<file path="config.mk">
export PLATFORM = sky130hd
export DESIGN_NAME = jsi_back
export DESIGN_NICKNAME = d
export VERILOG_FILES = /design/src/rtl/core/jsi_pkg.sv /design/src/rtl/core/jsi_back.sv
export VERILOG_INCLUDE_DIRS = /design/src /design/src/rtl/core
export SDC_FILE = /design/constraint.sdc
export NUM_CORES = 2
export LEC_CHECK = 0
export BUFFER_PORTS_ARGS = -buffer_cell sky130_fd_sc_hd__buf_2
export CORE_AREA = 2 2 267 269
export DETAILED_ROUTE_END_ITERATION = 7
export DIE_AREA = 0 0 269 271
export GPL_ROUTABILITY_DRIVEN = 0
export PLACE_DENSITY = 0.61
export SYNTH_ARGS = -nofsm -noshare
export SYNTH_HDL_FRONTEND = slang
export SYNTH_SLANG_ARGS = --single-unit
</file>
<file path="constraint.sdc">
create_clock -name clk -period 18.4 [get_ports clk]
set_input_delay 5.52 -clock clk [delete_from_list [all_inputs] [get_ports clk]]
set_output_delay 5.52 -clock clk [all_outputs]
set_load 0.05 [all_outputs]
</file>
<file path="src/rtl/core/joint_stand_interpolator_macros.svh">
// assertion macros for the joint stand interpolator
`ifndef JOINT_STAND_INTERPOLATOR_MACROS_SVH
`define JOINT_STAND_INTERPOLATOR_MACROS_SVH
// implication checked on every edge out of reset
`define JSI_ASSERT_IMP(label, ante, cons) \
    label: assert property (@(posedge clk) disable iff (!rst_n) (ante) |-> (cons)) \
        else $error("%m: label failed");
// next-cycle implication
`define JSI_ASSERT_NXT(label, ante, cons) \
    label: assert property (@(posedge clk) disable iff (!rst_n) (ante) |=> (cons)) \
        else $error("%m: label failed");
`endif

</file>
<file path="src/rtl/core/jsi_pkg.sv">
// shared types and constants of the joint stand interpolator
package jsi_pkg;
    localparam int unsigned JOINTS_DEF = 23;
    localparam logic [16:0] ONE_Q16 = 17'h10000;

    localparam logic [1:0] CMD_CAPTURE = 2'd0;
    localparam logic [1:0] CMD_TICK    = 2'd1;
    localparam logic [1:0] CMD_SAMPLE  = 2'd2;
    localparam logic [1:0] CMD_BUTTON  = 2'd3;

    localparam logic [1:0] BTN_OTHER   = 2'd0;
    localparam logic [1:0] BTN_PASSIVE = 2'd1;
    localparam logic [1:0] BTN_ADVANCE = 2'd2;
    localparam logic [1:0] BTN_SELECT  = 2'd3;

    localparam logic [2:0] NS_STAY    = 3'd0;
    localparam logic [2:0] NS_PASSIVE = 3'd1;
    localparam logic [2:0] NS_LOCO    = 3'd2;
    localparam logic [2:0] NS_AMP     = 3'd3;
    localparam logic [2:0] NS_EXIT    = 3'd4;

    localparam logic [1:0] VD_OK       = 2'd0;
    localparam logic [1:0] VD_NOT_DONE = 2'd1;
    localparam logic [1:0] VD_UNSTABLE = 2'd2;

    localparam logic [1:0] REG_PHASE_STEP  = 2'd0;
    localparam logic [1:0] REG_SMOOTH_MODE = 2'd1;
    localparam logic [1:0] REG_ERROR_LIMIT = 2'd2;
    localparam logic [1:0] REG_SPEED_LIMIT = 2'd3;

    // job handed from front to back
    typedef struct packed {
        logic        is_tick;
        logic [16:0] blend;
        logic        done;
        logic        smooth;
        logic [2:0]  next_state;
        logic [1:0]  verdict;
        logic [4:0]  worst_joint;
    } job_t;
endpackage

</file>
<file path="src/rtl/core/jsi_back.sv">
// back part: walks the joints of a tick job and drives the result register
module jsi_back #(
    parameter int unsigned JOINTS = jsi_pkg::JOINTS_DEF
) (
    input  logic                clk,
    input  logic                rst_n,
    input  logic                job_valid,
    input  jsi_pkg::job_t       job,
    output logic                job_take,
    output logic                tables_busy,
    output logic [4:0]          rd_idx,
    input  logic signed [15:0]  rd_start,
    input  logic signed [15:0]  rd_goal,
    input  logic signed [15:0]  rd_lower,
    input  logic signed [15:0]  rd_upper,
    output logic                out_valid,
    input  logic                out_stall,
    output logic                kind,
    output logic [4:0]          out_joint,
    output logic signed [15:0]  setpoint,
    output logic [16:0]         blend,
    output logic                last,
    output logic                done_res,
    output logic [2:0]          next_state,
    output logic [1:0]          verdict,
    output logic [4:0]          worst_joint
);
    import jsi_pkg::*;

    // per joint: mult stage, then sum/clamp into output
    logic        busy_reg, m_v_reg, ov_reg;
    logic [4:0]  idx_reg, m_idx_reg;
    logic signed [34:0] m1_reg, m2_reg;
    logic signed [15:0] m_lo_reg, m_hi_reg;

    logic        free;
    assign free = !ov_reg || !out_stall;
    assign out_valid = ov_reg;
    assign rd_idx = idx_reg;
    // tables are read only while joints are still being issued
    assign tables_busy = busy_reg;

    logic last_idx;
    assign last_idx = ({27'd0, idx_reg} == JOINTS - 1);

    // issue a joint when the mult stage can move
    logic m_move, issue;
    assign m_move = !m_v_reg || free;
    assign issue = busy_reg && m_move;
    assign job_take = job_valid && !busy_reg && (job.is_tick ? 1'b1 : free) && !m_v_reg;

    job_t cur_reg;

    logic signed [36:0] acc;
    logic signed [20:0] r;
    logic signed [15:0] x, xc;
    assign acc = 37'(m1_reg) + 37'(m2_reg) + 37'sd32768;
    assign r = acc[36:16];
    always_comb
    begin
        priority if (r > 21'sd32767) x = 16'sh7fff;
        else if (r < -21'sd32768) x = 16'sh8000;
        else x = r[15:0];
        xc = x;
        if (cur_reg.smooth)
        begin
            if (xc < m_lo_reg) xc = m_lo_reg;
            if (xc > m_hi_reg) xc = m_hi_reg;
        end
    end

    always_ff @(posedge clk)
    begin
        if (issue)
        begin
            m1_reg <= $signed({1'b0, 17'(ONE_Q16 - cur_reg.blend)}) * 35'(rd_start);
            m2_reg <= $signed({1'b0, cur_reg.blend}) * 35'(rd_goal);
            m_lo_reg <= rd_lower;
            m_hi_reg <= rd_upper;
            m_idx_reg <= idx_reg;
        end
        if (job_take)
            cur_reg <= job;
        if (job_take && !job.is_tick)
        begin
            kind <= 1'b1;
            out_joint <= '0;
            setpoint <= '0;
            blend <= '0;
            last <= 1'b0;
            done_res <= job.done;
            next_state <= job.next_state;
            verdict <= job.verdict;
            worst_joint <= job.worst_joint;
        end
        else if (m_v_reg && free)
        begin
            kind <= 1'b0;
            out_joint <= m_idx_reg;
            setpoint <= xc;
            blend <= cur_reg.blend;
            last <= ({27'd0, m_idx_reg} == JOINTS - 1);
            done_res <= cur_reg.done;
            next_state <= NS_STAY;
            verdict <= VD_OK;
            worst_joint <= '0;
        end
    end

    always_ff @(posedge clk or negedge rst_n)
    begin
        if (!rst_n)
        begin
            busy_reg <= 1'b0;
            m_v_reg <= 1'b0;
            ov_reg <= 1'b0;
            idx_reg <= '0;
        end
        else
        begin
            if (job_take && job.is_tick)
            begin
                busy_reg <= 1'b1;
                idx_reg <= '0;
            end
            else if (issue)
            begin
                idx_reg <= idx_reg + 5'd1;
                if (last_idx)
                    busy_reg <= 1'b0;
            end
            if (m_move)
                m_v_reg <= issue;
            if (free)
                ov_reg <= (m_v_reg) || (job_take && !job.is_tick);
        end
    end

    `include "joint_stand_interpolator_macros.svh"
    `JSI_ASSERT_IMP(a_no_take_busy, job_take, !busy_reg)
    `JSI_ASSERT_IMP(a_idx_range, busy_reg, {27'd0, idx_reg} < JOINTS)
    `JSI_ASSERT_NXT(a_out_hold, ov_reg && out_stall, ov_reg)
endmodule

</file>
==> metrics.txt <==
outcome=completed; Ports=157; final hold viol count=0; TritonRoute pass-1 iters=6; Max FO, Critical Path=20; register area share after synthesis=18.27%; CTS tree=yes; Clock Skews=0.02045 ns; Slew Limit Fails=0; core area=69,790 um2; Worst EP required=12.88 ns; Critical Path AT=6.73 ns; Syn. warnings=0; cell count after synthesis=2,937; PortBufs=156; clock-pin slew on the worst setup and hold paths=0.07 ns; worst skew pair latency=0.49 ns; Hold Path Class=reg -> reg; Synth area leaders=fa_1 (30%), ha_1 (16%), edfxtp_1 (15%); Distinct cells, synth=78; syn nets=3,799; WL/cell=17.25 um; Post-CTS Hold Buffers=0; fin nets=3,871; initial core utilization=39.66%; Synth top area share=30.09%; Yosys top cell by area=fa_1; synthesized area=27,670 um2; drt via density=5.020; # DRC=0; RSZ-0062 raised after global routing=false; initial detailed-routing violation count=1,281; Setup crit end kind=primary output; Post-CTS Setup Bufs=0; R2R cell count=33; crit start category=input port; Num CTS Buffers=17; Root Buffer=clkbuf_16; DP HPWL=54,770 um; Slew headroom=24.48%; global-route usage over all layers=19.45%; Final Critical Period=12.25 ns; initial antenna violation count=6; chip height=271 um; Syn-to-layout area delta=8.052%; die area=72,900 um2; wirelength, routed=68,350 um; reg2reg end=setpoint[1]$_SDFFE_PP0P_; Yosys reg bits=183; global route overflow=0; fmax=81.61 MHz; CP Capture Point=job_take; final period utilization=66.60%; syn avg cell area=9.423 um2; H-tree depth=4; CTS Buffer Depth=2; Sinks on Clock Net=183; vias in the first global route=20,452; Post-DRT Antenna Nets=0; filler cell count=6,813; flop2flop setup slack=9.29 ns; first-pass GRT wire length=111,000 um; worst-margin pin slew=1.133 ns; kind of critical path=in -> out; Critical R2R Launch=m2_reg[12]$_DFFE_PP_; endpoints failing setup=0; setup_tns=0 ns; CTS resizes=0; number of flops mapped to enable cells by yosys=135; Via Count=19,893; die width=269 um; ys async rst share=4.372%; ys flop type=edfxtp_1; crit path launch=job_valid; Row Count=97; pin count of the biggest net entering global routing=67; Max-Cap Viols=0; fraction of layout cells with a size suffix above 1=8.339%
final cells by class:
class / count / area [um2] / share of cell area (%)
tap: 940 / 1176 / 3.933
clock buffer: 21 / 493.0 / 1.649
sequential: 183 / 5055 / 16.90
inverter: 571 / 2146 / 7.176
multi-input combinational: 2057 / 19980 / 66.80
timing repair buffer: 179 / 953.4 / 3.188
clock inverter: 11 / 101.3 / 0.3389
antenna: 1 / 2.502 / 0.008369
through the flow:
step	cells	cell area, um2	utilization (%)	worst slack [ns]	hold slack, ns
final	3963	29900	42.85	6.146	0.4524
after detailed placement	3930	29310	41.99	6.118	0.4399
after global routing	3962	29900	42.85	5.984	0.4797
after CTS	3962	29900	42.85	6.116	0.4522
after global placement	3930	29310	41.99	6.140	0.4266
after floorplan	2937	27670	-	6.202	0.4246
cell usage in the layout (no fill, tap or decap), drive strengths merged, types with 7 or more instances in the layout:
master	n
a211oi	12
a21o	28
a21oi	72
a221oi	16
a31oi	7
and2	211
and3	12
buf	179
clkbuf	21
dfrtp	8
dfxtp	40
edfxtp	135
fa	416
ha	348
inv	578
nand2	444
nand2b	36
nand3	43
nand3b	7
nand4	12
nor2	66
nor2b	12
nor3	27
o21a	17
o21ai	64
o21bai	11
o221ai	14
o22ai	12
or2	8
xnor2	63
xor2	25
synthesized netlist by cell type, drive strengths merged, types with 6 or more instances:
cell type  instances
nand2            444
nand3             43
nor3              27
fa               416
a221oi            16
inv              571
dfrtp              8
and3              12
dfxtp             40
nor2b             12
xor2              25
o21bai            11
or3                6
o22ai             12
nand4             12
nand3b             7
a21o              28
nor2              66
and2             211
or2                8
a21oi             72
ha               348
xnor2             63
nand2b            36
edfxtp           135
a31oi              7
clkbuf           101
o21a              17
buf               25
o21ai             64
o221ai            14
a211oi            12
critical path, stage by stage:
cell,delay (ns)
buf_2,0.07
nor3b_1,0.32
o21a_1,0.18
buf_4,0.31
buf_2,0.33
worst min-delay path by stage:
stage,from,end,slack [ns],cells past startpoint
4_1_cts,kind$_SDFFE_PP1P_,kind$_SDFFE_PP1P_,0.45,2
6_report,kind$_SDFFE_PP1P_,kind$_SDFFE_PP1P_,0.45,2
3_5_place_dp,kind$_SDFFE_PP1P_,kind$_SDFFE_PP1P_,0.44,2
5_1_grt,out_joint[2]$_SDFFE_PP0P_,out_joint[2]$_SDFFE_PP0P_,0.48,2
3_3_place_gp,kind$_SDFFE_PP1P_,kind$_SDFFE_PP1P_,0.43,2
2_1_floorplan,m_idx_reg[0]$_DFFE_PP_,out_joint[0]$_SDFFE_PP0P_,0.42,2
logic make-up after synthesis:
| group | count (synthesis) | synth area share (%) |
|---|---|---|
| and+or+nand+nor | 902 | 15.72 |
| DFF | 183 | 18.27 |
| muxes | 2 | 0.07686 |
| adders and majority gates | 764 | 45.83 |
| buffers and inverters | 697 | 9.585 |
| AOI/OAI and AO/OA | 301 | 7.740 |
| xor gates and xnor gates | 88 | 2.785 |
per-layer routing:
metal  vias up  GRT usage [%]  part of all wire [%]
met5         -              0                 0.037
met4         6          3.991                   1.4
met3        58          3.504                   6.5
met2       550          31.93                    46
met1      9864          26.81                    46
li1       9415              -                     -
Power is left out: the tool's default activity adds up to more than one toggle a clock period on the data nets, which glitch-free logic cannot reach.
