==> src/rtl/core/joint_stand_interpolator_macros.svh <==
// assertion macros for the joint stand interpolator
`ifndef JOINT_STAND_INTERPOLATOR_MACROS_SVH
`define JOINT_STAND_INTERPOLATOR_MACROS_SVH
// implication checked on every edge out of reset
`define JSI_ASSERT_IMP(label, ante, cons) \
    label: assert property (@(posedge clk) disable iff (!rst_n) (ante) |-> (cons)) \
        else $error("%m: label failed");
// next-cycle implication
`define JSI_ASSERT_NXT(label, ante, cons) \
    label: assert property (@(posedge clk) disable iff (!rst_n) (ante) |=> (cons)) \
        else $error("%m: label failed");
`endif

==> src/rtl/core/jsi_pkg.sv <==
// shared types and constants of the joint stand interpolator
package jsi_pkg;
    localparam int unsigned JOINTS_DEF = 23;
    localparam logic [16:0] ONE_Q16 = 17'h10000;

    localparam logic [1:0] CMD_CAPTURE = 2'd0;
    localparam logic [1:0] CMD_TICK    = 2'd1;
    localparam logic [1:0] CMD_SAMPLE  = 2'd2;
    localparam logic [1:0] CMD_BUTTON  = 2'd3;

    localparam logic [1:0] BTN_OTHER   = 2'd0;
    localparam logic [1:0] BTN_PASSIVE = 2'd1;
    localparam logic [1:0] BTN_ADVANCE = 2'd2;
    localparam logic [1:0] BTN_SELECT  = 2'd3;

    localparam logic [2:0] NS_STAY    = 3'd0;
    localparam logic [2:0] NS_PASSIVE = 3'd1;
    localparam logic [2:0] NS_LOCO    = 3'd2;
    localparam logic [2:0] NS_AMP     = 3'd3;
    localparam logic [2:0] NS_EXIT    = 3'd4;

    localparam logic [1:0] VD_OK       = 2'd0;
    localparam logic [1:0] VD_NOT_DONE = 2'd1;
    localparam logic [1:0] VD_UNSTABLE = 2'd2;

    localparam logic [1:0] REG_PHASE_STEP  = 2'd0;
    localparam logic [1:0] REG_SMOOTH_MODE = 2'd1;
    localparam logic [1:0] REG_ERROR_LIMIT = 2'd2;
    localparam logic [1:0] REG_SPEED_LIMIT = 2'd3;

    // job handed from front to back
    typedef struct packed {
        logic        is_tick;
        logic [16:0] blend;
        logic        done;
        logic        smooth;
        logic [2:0]  next_state;
        logic [1:0]  verdict;
        logic [4:0]  worst_joint;
    } job_t;
endpackage

==> src/rtl/core/jsi_front.sv <==
// front part: tables, phase, trackers, decisions and job queue
module jsi_front #(
    parameter int unsigned JOINTS = jsi_pkg::JOINTS_DEF
) (
    input  logic                clk,
    input  logic                rst_n,
    input  logic                in_valid,
    output logic                in_stall,
    input  logic [1:0]          cmd,
    input  logic [4:0]          joint,
    input  logic                first,
    input  logic signed [15:0]  position,
    input  logic signed [15:0]  goal,
    input  logic signed [15:0]  lower_limit,
    input  logic signed [15:0]  upper_limit,
    input  logic signed [15:0]  speed,
    input  logic [1:0]          button,
    input  logic [16:0]         phase_step,
    input  logic                smooth_mode,
    input  logic [14:0]         error_limit,
    input  logic [14:0]         speed_limit,
    output logic                job_valid,
    output jsi_pkg::job_t       job,
    input  logic                job_take,
    input  logic                tables_busy,
    input  logic [4:0]          rd_idx,
    output logic signed [15:0]  rd_start,
    output logic signed [15:0]  rd_goal,
    output logic signed [15:0]  rd_lower,
    output logic signed [15:0]  rd_upper
);
    import jsi_pkg::*;
    localparam int unsigned IW = (JOINTS > 1) ? $clog2(JOINTS) : 1;

    logic signed [15:0] start_mem [JOINTS];
    logic signed [15:0] goal_mem  [JOINTS];
    logic signed [15:0] lower_mem [JOINTS];
    logic signed [15:0] upper_mem [JOINTS];

    // the smoothstep multiplies run in a small pipe: p*p, then *t
    typedef enum logic [3:0] {
        F_IDLE = 4'b0001, F_SQ = 4'b0010, F_MUL = 4'b0100, F_PUSH = 4'b1000
    } fst_t;
    fst_t st_reg, st_next;

    logic [16:0] phase_reg;
    logic        complete_reg;
    logic [15:0] worst_error_reg, peak_speed_reg;
    logic [4:0]  worst_index_reg;
    logic [33:0] sq_reg;
    logic [50:0] prod_reg;
    logic [16:0] bl_reg;
    logic        sm_reg;

    // two-entry job queue
    job_t   q_reg [2];
    logic   q_wr_reg, q_rd_reg;
    logic [1:0] q_cnt_reg;
    logic   push;
    job_t   push_job;

    logic accept;
    // a capture must not overwrite tables that a queued or running tick still reads
    assign in_stall = (st_reg != F_IDLE) || (q_cnt_reg == 2'd2)
                      || (cmd == CMD_CAPTURE && (q_cnt_reg != 2'd0 || tables_busy));
    assign accept   = in_valid && !in_stall;
    assign job_valid = (q_cnt_reg != 2'd0);
    assign job = q_reg[q_rd_reg];

    logic jok;
    assign jok = ({27'd0, joint} < JOINTS);

    always_ff @(posedge clk)
    begin
        if (accept && cmd == CMD_CAPTURE && jok)
        begin
            start_mem[joint[IW-1:0]] <= position;
            goal_mem[joint[IW-1:0]]  <= goal;
            lower_mem[joint[IW-1:0]] <= lower_limit;
            upper_mem[joint[IW-1:0]] <= upper_limit;
        end
    end

    assign rd_start = start_mem[rd_idx[IW-1:0]];
    assign rd_goal  = goal_mem[rd_idx[IW-1:0]];
    assign rd_lower = lower_mem[rd_idx[IW-1:0]];
    assign rd_upper = upper_mem[rd_idx[IW-1:0]];

    // sample error against stored goal
    logic signed [16:0] diff;
    logic [15:0] err_abs, spd_abs;
    logic signed [15:0] g_samp;
    assign g_samp = goal_mem[joint[IW-1:0]];
    assign diff = {position[15], position} - {g_samp[15], g_samp};
    always_comb
    begin
        logic [16:0] a;
        a = diff[16] ? 17'(-diff) : 17'(diff);
        err_abs = a[15:0];
        spd_abs = speed[15] ? 16'(-speed) : 16'(speed);
    end

    // tick phase update
    logic [17:0] ph_sum;
    logic        ph_done;
    assign ph_sum  = {1'b0, phase_reg} + {1'b0, phase_step};
    assign ph_done = complete_reg || (ph_sum >= {1'b0, ONE_Q16});

    // smoothstep rounding
    logic [50:0] rnd;
    logic [16:0] sb;
    assign rnd = prod_reg + (51'd1 << 31);
    assign sb  = (rnd[50:32] > 19'(ONE_Q16)) ? ONE_Q16 : rnd[48:32];

    logic [2:0] dec_ns;
    logic [1:0] dec_vd;
    always_comb
    begin
        dec_ns = NS_STAY;
        dec_vd = VD_OK;
        unique case (button)
            BTN_PASSIVE: dec_ns = NS_PASSIVE;
            BTN_SELECT:  dec_ns = NS_EXIT;
            BTN_ADVANCE:
            begin
                priority if (!smooth_mode) dec_ns = NS_AMP;
                else if (!complete_reg) dec_vd = VD_NOT_DONE;
                else if (worst_error_reg > {1'b0, error_limit}
                         || peak_speed_reg > {1'b0, speed_limit}) dec_vd = VD_UNSTABLE;
                else dec_ns = NS_LOCO;
            end
            default: dec_ns = NS_STAY;
        endcase
    end

    always_comb
    begin
        st_next  = st_reg;
        push     = 1'b0;
        push_job = '0;
        unique case (st_reg)
            F_IDLE:
            begin
                if (accept && cmd == CMD_TICK)
                    st_next = F_SQ;
                else if (accept && cmd == CMD_BUTTON)
                begin
                    push = 1'b1;
                    push_job.is_tick     = 1'b0;
                    push_job.done        = complete_reg;
                    push_job.next_state  = dec_ns;
                    push_job.verdict     = dec_vd;
                    push_job.worst_joint = worst_index_reg;
                end
            end
            F_SQ:  st_next = F_MUL;
            F_MUL: st_next = F_PUSH;
            F_PUSH:
            begin
                push = 1'b1;
                st_next = F_IDLE;
                push_job.is_tick = 1'b1;
                push_job.blend   = sm_reg ? sb : phase_reg;
                push_job.done    = complete_reg;
                push_job.smooth  = sm_reg;
            end
            default: st_next = F_IDLE;
        endcase
    end

    always_ff @(posedge clk)
    begin
        sq_reg   <= phase_reg * phase_reg;
        prod_reg <= 51'(sq_reg) * 51'(18'(3 * 65536) - {phase_reg, 1'b0});
        if (push)
            q_reg[q_wr_reg] <= push_job;
    end

    always_ff @(posedge clk or negedge rst_n)
    begin
        if (!rst_n)
        begin
            st_reg <= F_IDLE;
            phase_reg <= '0;
            complete_reg <= 1'b0;
            worst_error_reg <= '0;
            peak_speed_reg <= '0;
            worst_index_reg <= '0;
            sm_reg <= 1'b0;
            q_wr_reg <= 1'b0;
            q_rd_reg <= 1'b0;
            q_cnt_reg <= '0;
        end
        else
        begin
            st_reg <= st_next;
            if (accept)
            begin
                unique case (cmd)
                    CMD_CAPTURE:
                        if (first)
                        begin
                            phase_reg <= '0;
                            complete_reg <= 1'b0;
                        end
                    CMD_TICK:
                    begin
                        complete_reg <= ph_done;
                        phase_reg <= ph_done ? ONE_Q16 : ph_sum[16:0];
                        sm_reg <= smooth_mode;
                    end
                    CMD_SAMPLE:
                    begin
                        logic [15:0] we, ps;
                        logic [4:0]  wi;
                        we = first ? 16'd0 : worst_error_reg;
                        ps = first ? 16'd0 : peak_speed_reg;
                        wi = first ? 5'd0 : worst_index_reg;
                        if (jok)
                        begin
                            if (err_abs > we)
                            begin
                                we = err_abs;
                                wi = joint;
                            end
                            if (spd_abs > ps)
                                ps = spd_abs;
                        end
                        worst_error_reg <= we;
                        peak_speed_reg <= ps;
                        worst_index_reg <= wi;
                    end
                    default: ;
                endcase
            end
            if (push)
                q_wr_reg <= !q_wr_reg;
            if (job_take)
                q_rd_reg <= !q_rd_reg;
            q_cnt_reg <= q_cnt_reg + 2'(push) - 2'(job_take);
        end
    end

    `include "joint_stand_interpolator_macros.svh"
    `JSI_ASSERT_IMP(a_q_no_overflow, push, q_cnt_reg != 2'd2)
    `JSI_ASSERT_IMP(a_take_valid, job_take, job_valid)
    `JSI_ASSERT_IMP(a_phase_max, 1'b1, phase_reg <= ONE_Q16)
    `JSI_ASSERT_NXT(a_tick_pipe, st_reg == F_SQ, st_reg == F_MUL)
endmodule

==> config.mk <==
export PLATFORM = sky130hd
export DESIGN_NAME = jsi_front
export DESIGN_NICKNAME = d
export VERILOG_FILES = /design/src/rtl/core/jsi_pkg.sv /design/src/rtl/core/jsi_front.sv
export VERILOG_INCLUDE_DIRS = /design/src /design/src/rtl/core
export SDC_FILE = /design/constraint.sdc
export NUM_CORES = 2
export LEC_CHECK = 0
export ABC_AREA = 1
export BUFFER_PORTS_ARGS = -buffer_cell sky130_fd_sc_hd__buf_2
export CAP_MARGIN = 20
export CORE_ASPECT_RATIO = 0.5
export CORE_MARGIN = 8
export CORE_UTILIZATION = 64
export CTS_CLUSTER_SIZE = 10
export DETAILED_ROUTE_END_ITERATION = 6
export PLACE_DENSITY_LB_ADDON = 0.15
export SETUP_SLACK_MARGIN = 0.1
export SLEW_MARGIN = 15
export SYNTH_ARGS = -nofsm -noshare
export SYNTH_HDL_FRONTEND = slang
export SYNTH_SLANG_ARGS = --single-unit
==> constraint.sdc <==
create_clock -name clk -period 7.85 [get_ports clk]
set_input_delay 1.57 -clock clk [delete_from_list [all_inputs] [get_ports clk]]
set_output_delay 1.57 -clock clk [all_outputs]
set_load 0.05 [all_outputs]
==> summary.md <==
| Metric | Value |
|---|---|
| Post-synthesis mux area share | `0.342%` |
| DRC Markers | `0` |
| Routed vias | `approximately 76000` |
| Htree depth | `4` |
| Clock-pin slew on the worst setup and hold paths | `around 0.060 ns` |
| Cell family with most CP delay | `adder cells` |
| Clk_skew | `between 0.06 and 0.07 ns` |
| Sequential power share | `roughly a fifth` |
| CP bufs+invs | `8` |
| Initial Utilization | `~64%` |
| Adder-cell share of the synthesized area | `about a fifth` |
| Worst R2R Start | `phase_reg[0]$_DFFE_PN0P_` |
| Max Fclk | `about 130 MHz` |
| Main combinational cell family by area after synthesis | `adder cells` |
| Hold Buf Count CTS | `0` |
| Slack of the critical path | `0.363 ns` |
| Final critical-path share of the clock period | `roughly 95%` |
| R2R cell count | `32` |
| Placer's final routability congestion estimate | `~1.1` |
| Nets | `10800` |
| Endpoints failing setup | `0` |
| Antenna-violating nets left | `0` |
| Clock Tree Root | `clkbuf_16` |
| Synth Area in XOR/XNOR | `around 1.0%` |
| Yosys warns | `0` |
| P per Cell Area | `around 470 nW/um^2` |
| Register area share after synthesis | `49.3%` |
| Post-synthesis average cell area | `between 10 and 15 um^2` |
| LEAKAGE | `roughly 44 nW` |
| RSZ-0062 raised after global routing | `true` |
| Combinational share of power | `about 64%` |
| Vias in the first global route | `73800` |
| WS Path Type | `reg2reg` |
| Total I/O pin count | `about 240` |
| Yosys reg bits | `between 1500 and 2000` |
| Mapped Cells | `between 9000 and 10000` |
| Worst path depth | `32` |
| IO buf count | `between 200 and 250` |
| Die extent in y | `294 um` |
| Worst-Margin Slew | `approximately 1.1 ns` |
| Post-detail-place hpwl | `between 200 and 250 mm` |
| CTS sink count | `between 1500 and 2000` |
| Via density | `between 6 and 7` |
| Area Overhead vs Synth | `9.71%` |
| Post-synth net total | `10700` |
| Final TNS setup | `0 ns` |
| Wire per inst | `between 20 and 30 um` |
| Pin count of the biggest net entering global routing | `roughly 140` |
| Global-route wire length before repair | `between 400 and 500 mm` |
| Antenna violations before repair | `28` |
| GRT Total Usage | `37.5%` |
| Die Area | `about 170000 um^2` |
| Crit path from | `phase_reg[0]$_DFFE_PN0P_` |
| Worst Hold Class | `reg2reg` |
| TritonCTS clock tree | `yes` |
| Routed wire length | `320 mm` |
| Share of cells above drive strength 1 | `approximately 8.7%` |
| Max VDD drop | `1090 uV` |
| GRT Residual Overflow | `0` |
| Final hold violations | `0` |
| Sw frac | `50.3%` |
| Die Span X | `~570 um` |
| Cts bufs inserted | `192` |
| Count of cell types in the netlist | `66` |
| Crit-path max cell delay | `between 0.5 and 0.6 ns` |
| Synth Area in Simple Gates | `between 10% and 20%` |
| Hold Path Stages | `2` |
| Critical path's slowest cell | `fa_1` |
| Arrival @ worst endpoint | `around 8.2 ns` |
| Crit-path max FO | `30` |
| Setup crit end kind | `flip-flop` |
| Mapped cell area | `a little under 100000 um^2` |
| Pre-antenna DRT Iters | `7` |
| Status | `finished clean` |
| Internal power | `25.3 mW` |
| Core Footprint | `154000 um^2` |
| Ys async rst share | `under 10%` |
| Compound-Gate Fraction of Synth Area | `11.2%` |
| Max-cap violations | `0` |
| Tmin final | `approximately 7.5 ns` |
| Final Max Slew Viols | `0` |
| Worst-Skew Late Latency | `~0.85 ns` |
| Place WS | `roughly 0.37 ns` |
| Synth Flop Type | `edfxtp_1` |
| Initial DRC Count | `between 10000 and 15000` |
| Post-synth EDFFs | `approximately 1500` |
| Worst hold start | `peak_speed_reg[9]$_DFFE_PN0P_` |
| Switch Pwr | `approximately 26 mW` |
| Startpoint class of the critical path | `flip-flop` |
| Max Buffers Root-to-Sink | `4` |
| Clock power frac | `around 15%` |
| # fillers | `roughly 11000` |
| Worst path required time | `approximately 8.6 ns` |
| Slew headroom | `between 20 and 30%` |
| Num rows | `roughly 100` |
[power groups by stage]
stage	Sequential (mW)	Combinational, mW	Clock, mW
6_report	10.4	32.7	7.83
5_1_grt	10.4	35.5	8.21
4_1_cts	10.4	31.5	7.85
3_5_place_dp	10.6	31.1	0
3_3_place_gp	10.6	30.7	0
2_1_floorplan	10.4	19.8	0
[worst min-delay path, delay by kind of cell, from the launching register on]
family	cells	cell delay, ns
flops	1	0.37
simple gates	2	0.12
[layout by cell type (no fill, tap or decap), drive strengths merged, types with 63 or more instances in the layout]
cell type  count
a21oi        319
a22oi        141
a31oi         92
buf          476
clkbuf       233
dfrtp         63
edfxtp      1532
fa           688
ha           404
inv         1283
nand2       1440
nand3        272
nor2        1061
o211ai        68
o21ai        835
o221ai       191
o22ai         77
xor2          85
[final cells by class]
class	instances	area [um^2]	share of cell area (%)
well taps	2080	2600	2.40
flip-flops and latches	1649	48700	45.0
repair buffers	477	3600	3.33
diodes	18	45.0	0.0416
inverters	1284	4850	4.48
clock buffers	232	5030	4.65
clock inverters	9	115	0.106
multi-input cells	5994	43300	40.0
[worst paths after layout]
kind | endpoint | slack [ns]
max | prod_reg[44]$_DFF_P_ | 0.36
min | peak_speed_reg[9]$_DFFE_PN0P_ | 0.52
max reg2reg | prod_reg[44]$_DFF_P_ | 0.36
min reg2reg | peak_speed_reg[9]$_DFFE_PN0P_ | 0.52
max in group asynchronous | phase_reg[0]$_DFFE_PN0P_ | 6.14
min in group asynchronous | st_reg[2]$_DFFE_PN0P_ | 1.01
[routing by layer]
layer / track usage [%] / part of all wire, % / routed length [um]
met5: 0.0574 / 0.048 / 153
met1: 58.6 / 42 / 133000
met4: 8.99 / 2.4 / 7700
met2: 47.4 / 38 / 121000
met3: 16.6 / 18 / 58600
[cell families after synthesis]
family,after synthesis
AND/OR/NAND/NOR,2919
AO/OA/AOI/OAI,1837
buffers and inverters,1807
flip-flops,1649
adder cells (fa/ha/maj),1092
XOR/XNOR,116
multiplexers,30
[stage by stage]
step                      hold slack, ns  cells  total power [mW]  util (%)  instance area, um^2
after global placement             0.491  11500              41.2      66.9               103000
after global routing               0.547  11700              54.2      70.3               108000
final                              0.516  11700              51.0      70.3               108000
after detailed placement           0.485  11500              41.7      66.9               103000
after floorplan                    0.448   9450              30.2         -                98700
after CTS                          0.517  11700              49.7      70.3               108000
[synth_stat cells, types with 4 or more instances]
| master | number | area share, % |
|---|---|---|
| a31oi_1 | 92 | 0.58 |
| a32oi_1 | 39 | 0.35 |
| a221oi_1 | 17 | 0.15 |
| a22oi_1 | 141 | 1.1 |
| ha_1 | 404 | 5.1 |
| o221ai_1 | 191 | 1.7 |
| clkbuf_1 | 405 | 1.5 |
| o21a_1 | 6 | 0.046 |
| inv_1 | 1257 | 4.8 |
| nand3_1 | 258 | 1.3 |
| dfrtp_1 | 63 | 1.6 |
| inv_2 | 23 | 0.088 |
| nand3b_1 | 15 | 0.11 |
| buf_2 | 75 | 0.38 |
| o21ai_0 | 804 | 4.1 |
| nand3_2 | 14 | 0.14 |
| o22ai_1 | 77 | 0.49 |
| mux2_2 | 30 | 0.34 |
| or4_1 | 11 | 0.084 |
| o31ai_1 | 4 | 0.030 |
| xor2_1 | 83 | 0.74 |
| o2111ai_1 | 9 | 0.080 |
| o211ai_1 | 68 | 0.52 |
| a21oi_2 | 8 | 0.071 |
| or2_2 | 6 | 0.038 |
| nand4_1 | 34 | 0.22 |
| a21oi_1 | 311 | 1.6 |
| nor3_2 | 5 | 0.051 |
| nor3_1 | 42 | 0.21 |
| nor4_1 | 20 | 0.13 |
| o21ai_1 | 29 | 0.15 |
| nand2_2 | 6 | 0.038 |
| a211oi_1 | 10 | 0.076 |
| a21o_1 | 11 | 0.084 |
| xnor2_1 | 31 | 0.28 |
| dfxtp_1 | 53 | 1.1 |
| fa_1 | 688 | 14 |
| buf_1 | 37 | 0.14 |
| nor2_1 | 1054 | 4.0 |
| nor2_2 | 6 | 0.038 |
| o21bai_1 | 10 | 0.076 |
| edfxtp_1 | 1532 | 47 |
| nand2_1 | 1433 | 5.5 |
[repair_timing]
item,4_1_cts,5_1_grt
setup endpoints to repair,0,14
buffers inserted,0,1
resized for setup,0,13
No activity file was read; power rests on OpenSTA's default activity.
